<file path="src/design/current_sensor_power_detector_top_defines.svh">
// Assertion macros for the current sensor power detector.
`ifndef CURRENT_SENSOR_POWER_DETECTOR_TOP_DEFINES_SVH
`define CURRENT_SENSOR_POWER_DETECTOR_TOP_DEFINES_SVH
`ifndef SYNTHESIS
`define CSPD_ASSERT(lbl, prop, msg) \
	lbl: assert property (@(posedge clk) disable iff (!arst_n) prop) else $error(msg);
`define CSPD_ASSERT_ALWAYS(lbl, prop, msg) \
	lbl: assert property (@(posedge clk) prop) else $error(msg);
`else
`define CSPD_ASSERT(lbl, prop, msg)
`define CSPD_ASSERT_ALWAYS(lbl, prop, msg)
`endif
`endif

</file>
<file path="src/design/cspd_pkg.sv">
// Shared types, codes and constants of the current sensor power detector.
package cspd_pkg;

	localparam int SAMPLES_PER_CYCLE = 8;
	localparam int CALIB_CYCLES      = 8;

	localparam int SAMPLE_W   = 14;
	localparam int BASE_W     = 20;
	localparam int DIFF_W     = BASE_W + 2;
	localparam int SCALE_W    = 16;
	localparam int CFG_ADDR_W = 3;
	localparam int CFG_DATA_W = 16;

	localparam logic [SAMPLE_W-1:0] MIN_RESET      = 14'd16383;
	localparam logic [SAMPLE_W-1:0] ZERO_REF_RESET = 14'd10750;

	localparam logic [CFG_ADDR_W-1:0] REG_LOAD_MARGIN    = 3'd0;
	localparam logic [CFG_ADDR_W-1:0] REG_LIMIT_COUNT    = 3'd1;
	localparam logic [CFG_ADDR_W-1:0] REG_WAIT_CYCLES    = 3'd2;
	localparam logic [CFG_ADDR_W-1:0] REG_CHECK_CYCLES   = 3'd3;
	localparam logic [CFG_ADDR_W-1:0] REG_LEVEL_SCALE    = 3'd4;
	localparam logic [CFG_ADDR_W-1:0] REG_ZERO_REFERENCE = 3'd5;
	localparam logic [CFG_ADDR_W-1:0] REG_OVERCURRENT    = 3'd6;
	localparam logic [CFG_ADDR_W-1:0] REG_MAX_LEVEL      = 3'd7;

	localparam logic [2:0] EV_NONE       = 3'd0;
	localparam logic [2:0] EV_CALIB_DONE = 3'd1;
	localparam logic [2:0] EV_CHECK_FAIL = 3'd2;
	localparam logic [2:0] EV_WAIT_OK    = 3'd3;
	localparam logic [2:0] EV_CHECK_OK   = 3'd4;
	localparam logic [2:0] EV_POWER_ON   = 3'd5;
	localparam logic [2:0] EV_POWER_OFF  = 3'd6;
	localparam logic [2:0] EV_LEVEL_CHG  = 3'd7;

	localparam logic [1:0] TP_KEEP        = 2'd0;
	localparam logic [1:0] TP_MINOR       = 2'd1;
	localparam logic [1:0] TP_MAJOR       = 2'd2;
	localparam logic [1:0] TP_SHORT_MAJOR = 2'd3;

	typedef struct packed {
		logic [SAMPLE_W-1:0] load_margin;
		logic [7:0]          limit_count;
		logic [7:0]          wait_cycles;
		logic [7:0]          check_cycles;
		logic [SCALE_W-1:0]  level_scale;
		logic [SAMPLE_W-1:0] zero_reference;
		logic [6:0]          overcurrent_level;
		logic [6:0]          max_level;
	} cfg_t;

	typedef struct packed {
		logic                cycle_done;
		logic [2:0]          event_res;
		logic [1:0]          timer_period;
		logic [SAMPLE_W-1:0] cycle_minimum;
		logic signed [7:0]   current_level;
		logic signed [7:0]   reported_level;
		logic                over_current;
	} res_t;

endpackage

</file>
<file path="src/design/current_sensor_power_detector_top.sv">
// Current sensor power detector top level: request pipeline around the detector core.
//
// Input channel (in_valid/in_ready) carries one request: kind 0 is a 14-bit ADC
// sample, kind 1 starts a calibration. Every request yields exactly one result on
// the output channel (out_valid/out_ready).
// A request is held in an input register; when it advances, the core updates its
// state and the result is captured in the output register, which drives out_valid.
// One request per cycle is sustained while the receiver takes every result; the
// rate is set by the state update between the two registers.
// When the receiver stalls, the output register holds its result and the input
// register still takes one more request; in_ready drops only when both are full.
// Configuration writes (cfg_wr_en, cfg_addr, cfg_wdata) take effect at the next
// edge and are meant for when no request is in flight.
// Reset (arst_n low) empties both registers, returns the detector to the
// uncalibrated state and loads the register defaults.
`include "current_sensor_power_detector_top_defines.svh"

module current_sensor_power_detector_top #(
	parameter int SAMPLES_PER_CYCLE = cspd_pkg::SAMPLES_PER_CYCLE,
	parameter int CALIB_CYCLES      = cspd_pkg::CALIB_CYCLES
) (
	input  logic                              clk,
	input  logic                              arst_n,
	input  logic                              cfg_wr_en,
	input  logic [cspd_pkg::CFG_ADDR_W-1:0]   cfg_addr,
	input  logic [cspd_pkg::CFG_DATA_W-1:0]   cfg_wdata,
	input  logic                              in_valid,
	output logic                              in_ready,
	input  logic                              kind,
	input  logic [cspd_pkg::SAMPLE_W-1:0]     sample,
	output logic                              out_valid,
	input  logic                              out_ready,
	output logic                              cycle_done,
	output logic [2:0]                        event_res,
	output logic [1:0]                        timer_period,
	output logic [cspd_pkg::SAMPLE_W-1:0]     cycle_minimum,
	output logic signed [7:0]                 current_level,
	output logic signed [7:0]                 reported_level,
	output logic                              over_current
);

	cspd_pkg::cfg_t cfg;
	cspd_pkg::res_t res;
	cspd_pkg::res_t res_s2;

	logic                          valid_s1, valid_s2;
	logic                          kind_s1;
	logic [cspd_pkg::SAMPLE_W-1:0] sample_s1;
	logic                          advance;

	assign advance  = valid_s1 && (!valid_s2 || out_ready);
	assign in_ready = !valid_s1 || advance;

	cspd_cfg u_cfg (
		.clk       (clk),
		.arst_n    (arst_n),
		.cfg_wr_en (cfg_wr_en),
		.cfg_addr  (cfg_addr),
		.cfg_wdata (cfg_wdata),
		.cfg       (cfg)
	);

	cspd_core #(
		.SAMPLES_PER_CYCLE (SAMPLES_PER_CYCLE),
		.CALIB_CYCLES      (CALIB_CYCLES)
	) u_core (
		.clk    (clk),
		.arst_n (arst_n),
		.cfg    (cfg),
		.go     (advance),
		.kind   (kind_s1),
		.sample (sample_s1),
		.res    (res)
	);

	always_ff @(posedge clk or negedge arst_n) begin
		if (!arst_n) begin
			valid_s1 <= 1'b0;
			valid_s2 <= 1'b0;
		end else begin
			if (in_ready) begin
				valid_s1 <= in_valid;
			end
			if (advance) begin
				valid_s2 <= 1'b1;
			end else if (out_ready) begin
				valid_s2 <= 1'b0;
			end
		end
	end

	always_ff @(posedge clk) begin
		if (in_ready && in_valid) begin
			kind_s1   <= kind;
			sample_s1 <= sample;
		end
		if (advance) begin
			res_s2 <= res;
		end
	end

	assign out_valid      = valid_s2;
	assign cycle_done     = res_s2.cycle_done;
	assign event_res      = res_s2.event_res;
	assign timer_period   = res_s2.timer_period;
	assign cycle_minimum  = res_s2.cycle_minimum;
	assign current_level  = res_s2.current_level;
	assign reported_level = res_s2.reported_level;
	assign over_current   = res_s2.over_current;

	`CSPD_ASSERT(a_ready_when_out_empty, !valid_s2 |-> in_ready, "input stalled with empty output")
	`CSPD_ASSERT(a_done_period, (valid_s2 && res_s2.cycle_done) |-> (res_s2.timer_period == cspd_pkg::TP_MAJOR || res_s2.timer_period == cspd_pkg::TP_SHORT_MAJOR), "cycle end without major period")
	`CSPD_ASSERT(a_event_on_done, (valid_s2 && res_s2.event_res != cspd_pkg::EV_NONE) |-> res_s2.cycle_done, "event outside a cycle end")
	`CSPD_ASSERT_ALWAYS(a_reset_empty, !arst_n |=> (!valid_s1 && !valid_s2), "pipeline not empty after reset")

endmodule

</file>
<file path="src/design/cspd_cfg.sv">
// Configuration register file.
module cspd_cfg (
	input  logic                                 clk,
	input  logic                                 arst_n,
	input  logic                                 cfg_wr_en,
	input  logic [cspd_pkg::CFG_ADDR_W-1:0]      cfg_addr,
	input  logic [cspd_pkg::CFG_DATA_W-1:0]      cfg_wdata,
	output cspd_pkg::cfg_t                       cfg
);

	cspd_pkg::cfg_t cfg_q;

	always_ff @(posedge clk or negedge arst_n) begin
		if (!arst_n) begin
			cfg_q.load_margin       <= '0;
			cfg_q.limit_count       <= '0;
			cfg_q.wait_cycles       <= 8'd1;
			cfg_q.check_cycles      <= 8'd1;
			cfg_q.level_scale       <= '0;
			cfg_q.zero_reference    <= cspd_pkg::ZERO_REF_RESET;
			cfg_q.overcurrent_level <= 7'd127;
			cfg_q.max_level         <= 7'd127;
		end else if (cfg_wr_en) begin
			case (cfg_addr)
				cspd_pkg::REG_LOAD_MARGIN:    cfg_q.load_margin <= cfg_wdata[13:0];
				cspd_pkg::REG_LIMIT_COUNT:    cfg_q.limit_count <= cfg_wdata[7:0];
				cspd_pkg::REG_WAIT_CYCLES:    cfg_q.wait_cycles <= cfg_wdata[7:0];
				cspd_pkg::REG_CHECK_CYCLES:   cfg_q.check_cycles <= cfg_wdata[7:0];
				cspd_pkg::REG_LEVEL_SCALE:    cfg_q.level_scale <= cfg_wdata;
				cspd_pkg::REG_ZERO_REFERENCE: cfg_q.zero_reference <= cfg_wdata[13:0];
				cspd_pkg::REG_OVERCURRENT:    cfg_q.overcurrent_level <= cfg_wdata[6:0];
				cspd_pkg::REG_MAX_LEVEL:      cfg_q.max_level <= cfg_wdata[6:0];
				default: ;
			endcase
		end
	end

	assign cfg = cfg_q;

endmodule

</file>
<file path="src/design/cspd_scale.sv">
// Q0.16 scaling of a sample difference, truncated toward zero, saturated to int8.
module cspd_scale (
	input  logic signed [cspd_pkg::DIFF_W-1:0]  diff,
	input  logic [cspd_pkg::SCALE_W-1:0]        scale,
	output logic signed [7:0]                   level
);

	localparam int DW = cspd_pkg::DIFF_W;
	localparam int SW = cspd_pkg::SCALE_W;

	logic [DW-1:0]    mag;
	logic [DW+SW-1:0] prod;
	logic [DW-1:0]    q;
	logic [7:0]       q_neg;

	assign mag   = diff[DW-1] ? DW'(-diff) : diff;
	assign prod  = {{SW{1'b0}}, mag} * {{DW{1'b0}}, scale};
	assign q     = prod[DW+SW-1:SW];
	assign q_neg = ~q[7:0] + 8'd1;

	always_comb begin
		if (diff[DW-1]) begin
			level = (q > DW'(128)) ? -8'sd128 : $signed(q_neg);
		end else begin
			level = (q > DW'(127)) ? 8'sd127 : $signed(q[7:0]);
		end
	end

endmodule

</file>
<file path="src/design/cspd_core.sv">
// Detector state: cycle tracking, calibration, wait/check sequences, hysteresis.
module cspd_core #(
	parameter int SAMPLES_PER_CYCLE = cspd_pkg::SAMPLES_PER_CYCLE,
	parameter int CALIB_CYCLES      = cspd_pkg::CALIB_CYCLES
) (
	input  logic                              clk,
	input  logic                              arst_n,
	input  cspd_pkg::cfg_t                    cfg,
	input  logic                              go,
	input  logic                              kind,
	input  logic [cspd_pkg::SAMPLE_W-1:0]     sample,
	output cspd_pkg::res_t                    res
);

	localparam int SW     = cspd_pkg::SAMPLE_W;
	localparam int BW     = cspd_pkg::BASE_W;
	localparam int DW     = cspd_pkg::DIFF_W;
	localparam int IDX_W  = (SAMPLES_PER_CYCLE > 1) ? $clog2(SAMPLES_PER_CYCLE) : 1;
	localparam int CR_W   = $clog2(CALIB_CYCLES + 1);
	localparam int DIV_SH = BW + $clog2(CALIB_CYCLES);
	localparam int MUL_W  = BW + 1;
	localparam longint DIV_M = ((64'sd1 <<< DIV_SH) + CALIB_CYCLES - 1) / CALIB_CYCLES;
	localparam logic [MUL_W-1:0] DIV_MULT = MUL_W'(DIV_M);
	localparam logic [IDX_W-1:0] IDX_LAST = IDX_W'(SAMPLES_PER_CYCLE - 1);

	typedef enum logic [1:0] {PH_NEVER, PH_RUN, PH_DONE} phase_t;

	typedef struct packed {
		phase_t             phase;
		logic [CR_W-1:0]    calib_rem;
		logic [BW-1:0]      baseline;
		logic [7:0]         wait_rem;
		logic [7:0]         check_rem;
		logic               check_ok;
		logic [IDX_W-1:0]   idx;
		logic [7:0]         below;
		logic [SW-1:0]      run_min;
		logic [SW-1:0]      last_min;
		logic signed [7:0]  level_now;
		logic signed [7:0]  level_before;
		logic signed [7:0]  abs_level;
		logic               power_on;
		logic               short_period;
	} state_t;

	state_t state_q, state_d;

	logic [SW-1:0]          min_upd;
	logic [7:0]             below_upd;
	logic                   is_below;
	logic signed [DW-1:0]   diff_base, diff_zero;
	logic signed [7:0]      lvl_base, lvl_zero;
	logic [BW+MUL_W-1:0]    div_prod;
	logic [BW-1:0]          base_avg;
	logic signed [8:0]      lvl_delta;
	logic [7:0]             wait_dec, check_dec;
	logic                   chk_ok_new;
	logic signed [8:0]      rep_sum;
	logic [2:0]             ev;
	logic [1:0]             period;
	logic                   done;

	assign min_upd   = (sample < state_q.run_min) ? sample : state_q.run_min;
	assign is_below  = ({7'd0, sample} + {7'd0, cfg.load_margin}) < {1'b0, state_q.baseline};
	assign below_upd = state_q.below + {7'd0, is_below};

	assign diff_base = $signed({2'b00, state_q.baseline}) - $signed({{(DW-SW){1'b0}}, min_upd});
	assign diff_zero = $signed({{(DW-SW){1'b0}}, cfg.zero_reference})
	                 - $signed({{(DW-SW){1'b0}}, min_upd});

	cspd_scale u_scale_base (
		.diff  (diff_base),
		.scale (cfg.level_scale),
		.level (lvl_base)
	);

	cspd_scale u_scale_zero (
		.diff  (diff_zero),
		.scale (cfg.level_scale),
		.level (lvl_zero)
	);

	assign div_prod  = {{MUL_W{1'b0}}, state_q.baseline} * {{BW{1'b0}}, DIV_MULT};
	assign base_avg  = BW'(div_prod >> DIV_SH);
	assign lvl_delta = $signed({lvl_base[7], lvl_base})
	                 - $signed({state_q.level_now[7], state_q.level_now});
	assign wait_dec  = state_q.wait_rem - 8'd1;
	assign check_dec = state_q.check_rem - 8'd1;
	assign chk_ok_new = state_q.check_ok && (below_upd > cfg.limit_count);

	always_comb begin
		state_d = state_q;
		ev      = cspd_pkg::EV_NONE;
		period  = cspd_pkg::TP_KEEP;
		done    = 1'b0;
		if (kind) begin
			state_d.wait_rem     = '0;
			state_d.check_rem    = '0;
			state_d.check_ok     = 1'b0;
			state_d.calib_rem    = CR_W'(CALIB_CYCLES);
			state_d.baseline     = '0;
			state_d.run_min      = cspd_pkg::MIN_RESET;
			state_d.idx          = '0;
			state_d.below        = '0;
			state_d.phase        = PH_RUN;
			state_d.short_period = 1'b0;
		end else if (state_q.idx != IDX_LAST) begin
			if (state_q.idx == '0) begin
				period = cspd_pkg::TP_MINOR;
			end
			state_d.idx     = state_q.idx + IDX_W'(1);
			state_d.run_min = min_upd;
			state_d.below   = below_upd;
		end else begin
			done = 1'b1;
			period = state_q.short_period ? cspd_pkg::TP_SHORT_MAJOR : cspd_pkg::TP_MAJOR;
			state_d.last_min     = min_upd;
			state_d.level_before = state_q.level_now;
			state_d.level_now    = lvl_base;
			state_d.abs_level    = lvl_zero;
			state_d.run_min      = cspd_pkg::MIN_RESET;
			state_d.idx          = '0;
			state_d.below        = '0;
			if (state_q.phase == PH_RUN) begin
				if (state_q.calib_rem == '0) begin
					state_d.phase    = PH_DONE;
					state_d.baseline = base_avg;
					state_d.wait_rem = (cfg.wait_cycles == 8'd0) ? 8'd1 : cfg.wait_cycles;
					ev = cspd_pkg::EV_CALIB_DONE;
				end else begin
					state_d.calib_rem = state_q.calib_rem - CR_W'(1);
					state_d.baseline  = state_q.baseline + {{(BW-SW){1'b0}}, min_upd};
				end
			end else if (state_q.wait_rem != 8'd0) begin
				state_d.wait_rem = wait_dec;
				if (wait_dec == 8'd0) begin
					state_d.phase = PH_NEVER;
					ev = cspd_pkg::EV_CHECK_FAIL;
				end else if (below_upd > cfg.limit_count) begin
					state_d.check_rem = (cfg.check_cycles == 8'd0) ? 8'd1 : cfg.check_cycles;
					state_d.wait_rem  = '0;
					state_d.check_ok  = 1'b1;
					state_d.short_period = 1'b1;
					ev = cspd_pkg::EV_WAIT_OK;
				end
			end else if (state_q.check_rem != 8'd0) begin
				state_d.check_rem = check_dec;
				state_d.check_ok  = chk_ok_new;
				if (check_dec == 8'd0) begin
					state_d.short_period = 1'b0;
					if (chk_ok_new) begin
						ev = cspd_pkg::EV_CHECK_OK;
					end else begin
						state_d.phase = PH_NEVER;
						ev = cspd_pkg::EV_CHECK_FAIL;
					end
				end
			end else if ((below_upd > cfg.limit_count) && !state_q.power_on) begin
				state_d.power_on = 1'b1;
				ev = cspd_pkg::EV_POWER_ON;
			end else if (state_q.power_on) begin
				if (below_upd < cfg.limit_count) begin
					state_d.power_on = 1'b0;
					ev = cspd_pkg::EV_POWER_OFF;
				end else if ((lvl_delta >= 9'sd2) || (lvl_delta <= -9'sd2)) begin
					ev = cspd_pkg::EV_LEVEL_CHG;
				end
			end
		end
	end

	assign rep_sum = $signed({state_d.level_now[7], state_d.level_now})
	               + $signed({8'd0, state_d.power_on});

	always_comb begin
		res.cycle_done    = done;
		res.event_res     = ev;
		res.timer_period  = period;
		res.cycle_minimum = state_d.last_min;
		res.current_level = state_d.level_now;
		if (rep_sum > $signed({2'b00, cfg.max_level})) begin
			res.reported_level = $signed({1'b0, cfg.max_level});
		end else begin
			res.reported_level = rep_sum[7:0];
		end
		res.over_current = (state_d.abs_level >= $signed({1'b0, cfg.overcurrent_level}));
	end

	always_ff @(posedge clk or negedge arst_n) begin
		if (!arst_n) begin
			state_q.phase        <= PH_NEVER;
			state_q.calib_rem    <= '0;
			state_q.baseline     <= '0;
			state_q.wait_rem     <= '0;
			state_q.check_rem    <= '0;
			state_q.check_ok     <= 1'b0;
			state_q.idx          <= '0;
			state_q.below        <= '0;
			state_q.run_min      <= cspd_pkg::MIN_RESET;
			state_q.last_min     <= cspd_pkg::MIN_RESET;
			state_q.level_now    <= '0;
			state_q.level_before <= '0;
			state_q.abs_level    <= '0;
			state_q.power_on     <= 1'b0;
			state_q.short_period <= 1'b0;
		end else if (go) begin
			state_q <= state_d;
		end
	end

endmodule

</file>
<file path="config.mk">
export PLATFORM = sky130hd
export DESIGN_NAME = current_sensor_power_detector_top
export DESIGN_NICKNAME = d
export VERILOG_FILES = /design/src/design/cspd_pkg.sv /design/src/design/current_sensor_power_detector_top.sv /design/src/design/cspd_cfg.sv /design/src/design/cspd_scale.sv /design/src/design/cspd_core.sv
export VERILOG_INCLUDE_DIRS = /design/src /design/src/design
export SDC_FILE = /design/constraint.sdc
export NUM_CORES = 2
export LEC_CHECK = 0
export CAP_MARGIN = 0
export CELL_PAD_IN_SITES_DETAIL_PLACEMENT = 1
export CELL_PAD_IN_SITES_GLOBAL_PLACEMENT = 1
export CORE_MARGIN = 2
export CORE_UTILIZATION = 48
export CTS_BUF_LIST = sky130_fd_sc_hd__clkbuf_2 sky130_fd_sc_hd__clkbuf_4 sky130_fd_sc_hd__clkbuf_8
export CTS_CLUSTER_SIZE = 20
export DETAILED_ROUTE_END_ITERATION = 16
export DONT_BUFFER_PORTS = 1
export PLACE_DENSITY = 0.88
export SETUP_SLACK_MARGIN = 0.02
export SLEW_MARGIN = 20
export SYNTH_ARGS = -nofsm -noshare
export SYNTH_HDL_FRONTEND = slang
export SYNTH_SLANG_ARGS = --single-unit
</file>
<file path="constraint.sdc">
create_clock -name clk -period 18 [get_ports clk]
set_input_delay 1.8 -clock clk [delete_from_list [all_inputs] [get_ports clk]]
set_output_delay 1.8 -clock clk [all_outputs]
set_load 0.1 [all_outputs]
</file>
# Word level (Yosys, flattened, before mapping)
# Cells that the tools add are included.
totals:
  in_bits: 39
  ff_bits: 244
op_classes:
  order_cmp: 12
  eq_ne: 17
  add_sub_neg: 15
  mul: 2
  bitwise_logic: 4
  n_mux: 65
  reduce_logical: 42
op_table:
  columns: ["operator", "n"]
  rows:
  - ["$mux W8", 11]
  - ["$mul A22 B16 Y38", 2]
  - ["$mux W68", 1]
  - ["$gt A22 B7 Y1 const B", 2]
  - ["$gt A22 B8 Y1 const B", 2]
  - ["$mux W22", 2]
  - ["$neg A22 Y22", 2]
  - ["$mux W43", 1]
  - ["$mux W40", 1]
  - ["$mux W39", 1]
  - ["$mux W17", 2]
  - ["$logic_not A8 Y1", 4]
  - ["$mux W3", 10]
  - ["$mux W9", 3]
  - ["$mux W25", 1]
  - ["$mux W24", 1]
  - ["$lt A21 B20 Y1", 1]
  - ["$sub A20 B14 Y21", 1]
  - ["$add A20 B14 Y20", 1]
  - ["$mux W2", 10]
  - ["$mux W20", 1]
  - ["$mux W1", 17]
  - ["$add A8 B1 Y8 const B", 2]
  - ["$not A8 Y8", 2]
  - ["other kinds (43)", 76]

# Longest topological paths before layout
depth:
  word_depth: 20
  mapped_depth: 73
  depth_no_buf: 69

# By module
# A second synthesis with hierarchy kept.
unflattened:
  cells_unflattened: 4389
  area_unflattened_um2: 39280.2
modules_own_cells:
  columns: ["module", "n_inst", "area_each_um2", "cells_each"]
  rows:
  - ["cspd_scale (u_core.u_scale_base)", 1, 12245.5, 1474]
  - ["cspd_scale (u_core.u_scale_zero)", 1, 12044.1, 1432]
  - ["cspd_core", 1, 10088.4, 1241]
  - ["cspd_cfg", 1, 3236.9, 182]
  - ["current_sensor_power_detector_top", 1, 1665.3, 60]

# Worst setup path after synthesis
# Ideal clock, no wire load.
synth_timing:
  path_kind: "reg2reg"
  from: "reg u_core.state_q[47] (netlist name)"
  to: "reg res_s2 (netlist bit reported_level[6]), data pin"
  required_time_ns: 17.740
  path_stages_with_launch: 71
  arrival_time_ns: 14.498
  period_less_slack_ns: 14.759
  path_slack_ns: 3.241
  setup_time_ns: 0.260
  n_path_buf: 5
  path_cell_list: "dfstp_2 > inv_1 > ha_1 > a21o_1 > a221oi_2 > o211a_4 > o21ai_4 > buf_4 > mux2i_1 > buf_2 > inv_1 > ha_1 > inv_1 > ha_1 > o21ai_0 > nand3_1 > or4_1 > o311ai_0 > [35 not listed] > a21oi_1 > o21ai_0 > ha_1 > ha_1 > ha_1 > nor2b_1 > o21a_1 > o21ai_0 > nand2b_1 > a21oi_1 > nor2b_1 > o21ai_0 > inv_1 > o22ai_1 > o21ai_1 > a22oi_1 > o41ai_4 > mux2_4"
synth_lines:
  columns: ["element", "line", "rtl"]
  rows:
  - ["from (decl)", "cspd_core.sv:46", "state_t state_q, state_d;"]
  - ["from (signal assigned)", "cspd_core.sv:207", "state_q <= state_d;"]
  - ["to (signal assigned)", "current_sensor_power_detector_top.sv:98", "res_s2 <= res;"]
  - ["to (decl)", "current_sensor_power_detector_top.sv:44", "cspd_pkg::res_t res_s2;"]

==> metrics.cfg <==
[global_routing]
grt_pass1_vias = 36900
grt_pass1_wl_um = 204000
antenna_found_initial = 12
gr-total-overflow = 0
grt_start_max_net_pins = 185
grt_use_total_pct = 31.4

[cts]
clkLatencyLatePin_ns = 0.60
cts-root-buf = clkbuf_8
clockBufferDepth = 3
numCtsBuffers = 39
clock-sinks = 235
clkTransAtPathRegs_ns = 0.07
htree_levels = 2
tritoncts = yes

[timing]
finalMaxSlewViolations = 0
final_hold_viol_count = 0
setup_violations = 0
clock_skew_ns = 0.0366
final.min_clock_period_ns = 16.94
max_slew_margin_pct = 23.5
setup_tns_ns = 0
min_period_over_period_pct = 94.1
fmax_mhz = 59.0
rsz0062_at_grt = no
worstMarginPinSlew_ns = 1.14

[critical_path]
path_class = reg -> reg
crit_required_ns = 18.32
cp_max_fo = 20
reg2reg_from = u_core.state_q[47]
max_stage_delay_ns = 0.87
crit_cells = 57
critPathSlowestCell = mux2i_1
timing.rr.end = reported_level[6]
r2r_slack_ns = 1.06
r2r_cells = 57
arrival_ns = 17.25
path_delay_family = compound AO/OA/AOI/OAI gates
crit_path_end_kind = flip-flop
cp-startpoint = u_core.state_q[47]
crit_buf_inv = 6
crit_path_end = reported_level[6]
start_kind = flip-flop

[logic_synthesis]
synthArstFlopShare_pct = 78.3
synth_top_flop_cell = dfrtp_1
avgSynthCellArea_um2 = 8.95
synth_seq_cells = 235
yosysSeqAreaShare_pct = 16.0
synth_cell_types = 102
postSynthCellCount = 4340
synth-warning-count = 0
syn_area_um2 = 38800
synth_edf_count = 51

[min_path]
hold_depth = 1
hold_class = reg -> reg

[status]
status = finished, final reports clean

[finish]
final_common_cell = inv_1
drive_above_1_share_pct = 8.28
area_growth_pct = 7.06
final_cell_mix = inv_1, fa_1, nand2_1
stdcell_area_um2 = 41600
fin_nets = 5331
n_fill_cell = 9330

[routing]
ant_nets = 0
dr_total_vias = 32600
drt_wl_total_um = 129000
avgRoutedWirePerCell_um = 23.5
detail_route.first_pass.iterations = 6
detail_route.iter0.violations = 2375
routed_via_density = 5.93
drc = 0

[die]
dieArea_um2 = 83200
core.rowCount = 104
fp.dieW_um = 288
ios = 78
die_h_um = 288
initial_core_util_pct = 48.4
coreArea_um2 = 80300

[placed_design]
hpwlAfterDp_um = 97400
gp_congestion = 0.939
port-buffer-count = 0
placed_area_um2 = 40600

[run]
cap_viol_max_count = 0

metrics by stage:
stage	utilization [%]	setup WS [ns]	hold slack [ns]	cells
after floorplan	-	3.24	0.449	4482
after global placement	50.5	1.28	0.462	5418
after detailed placement	50.5	0.678	0.480	5418
after CTS	51.7	0.647	0.502	5490
after global routing	51.8	0.0643	0.524	5499
final	51.8	1.06	0.499	5501
Yosys cell counts, types with 11 or more instances:
cell	n	area, um^2
mux2_2	97	1090
o22ai_1	13	81.3
a21oi_1	191	956
o21a_1	22	165
xor2_1	30	263
nand2b_1	41	257
nor3_1	55	275
clkbuf_1	173	649
nor3b_1	11	82.6
o21ai_0	160	801
dfstp_2	54	1420
inv_1	727	2730
nand2_1	512	1920
a21o_1	109	818
a22oi_1	26	195
ha_1	333	4170
a31oi_1	24	150
nor2b_1	50	313
o21bai_1	24	180
xnor2_1	102	893
o31ai_1	19	143
or3_1	13	81.3
a211oi_1	20	150
o21ai_1	18	90.1
o211ai_1	17	128
edfxtp_1	51	1530
nand4_1	38	238
and3_1	37	231
dfrtp_1	130	3250
nand3_1	77	385
nor2_1	173	649
and2_1	195	1220
mux2i_1	20	200
fa_1	557	11200
nor4_1	18	113
layer usage:
metal / wire [um] / global-route usage, % / part of all wire, %
met1: 50000 / 38.5 / 39
met3: 8580 / 4.53 / 6.6
met4: 6290 / 14.6 / 4.9
met5: 60 / 0 / 0.046
met2: 64200 / 54.6 / 50
flip-flops by register name, summed over array words and instances (netlist names), 3 cells and up:
| signal | count |
|---|---|
| current_level | 8 |
| cycle_minimum | 14 |
| sample_s1 | 14 |
| u_cfg.cfg | 82 |
| u_core.state_q | 100 |
| reported_level | 8 |
| event_res | 3 |
worst min path at each step:
stage               slack [ns]                 to         startpoint
finish                    0.50          out_valid           valid_s1
global route              0.52      u_cfg.cfg[39]      u_cfg.cfg[39]
CTS                       0.50          out_valid           valid_s1
detailed placement        0.48  u_core.state_q[9]  u_core.state_q[9]
global placement          0.46  u_core.state_q[9]  u_core.state_q[9]
floorplan                 0.45  u_core.state_q[9]  u_core.state_q[9]
cell type report:
type	count	area, um^2	area share [%]
antenna	8	20.0	0.0481
clock buffer	55	707	1.70
clock inverter	17	245	0.590
inverter	728	2730	6.57
multi-input combinational	3326	29800	71.6
sequential	235	6200	14.9
tap	1060	1330	3.19
timing repair buffer	72	573	1.38
timing repair:
item                                   4_1_cts  5_1_grt
buffers inserted                             0        3
setup endpoints to repair                    0       10
hold buffers                                 0        0
resized for setup                            0        7
endpoints found under the hold margin        0        0
kinds of logic after synthesis:
| kind of cell | after synthesis | share of synthesized area (%) |
|---|---|---|
| simple gates | 1274 | 16.0 |
| other cells | 2 | 0.0193 |
| flops | 235 | 16.0 |
| compound gates | 758 | 12.9 |
| buf+inv | 921 | 8.98 |
| xor+xnor | 132 | 2.98 |
| fa+ha+maj | 892 | 39.5 |
| mux | 126 | 3.67 |
Power is left out: the tool's default activity adds up to more than one toggle a clock period on the data nets, which glitch-free logic cannot reach.
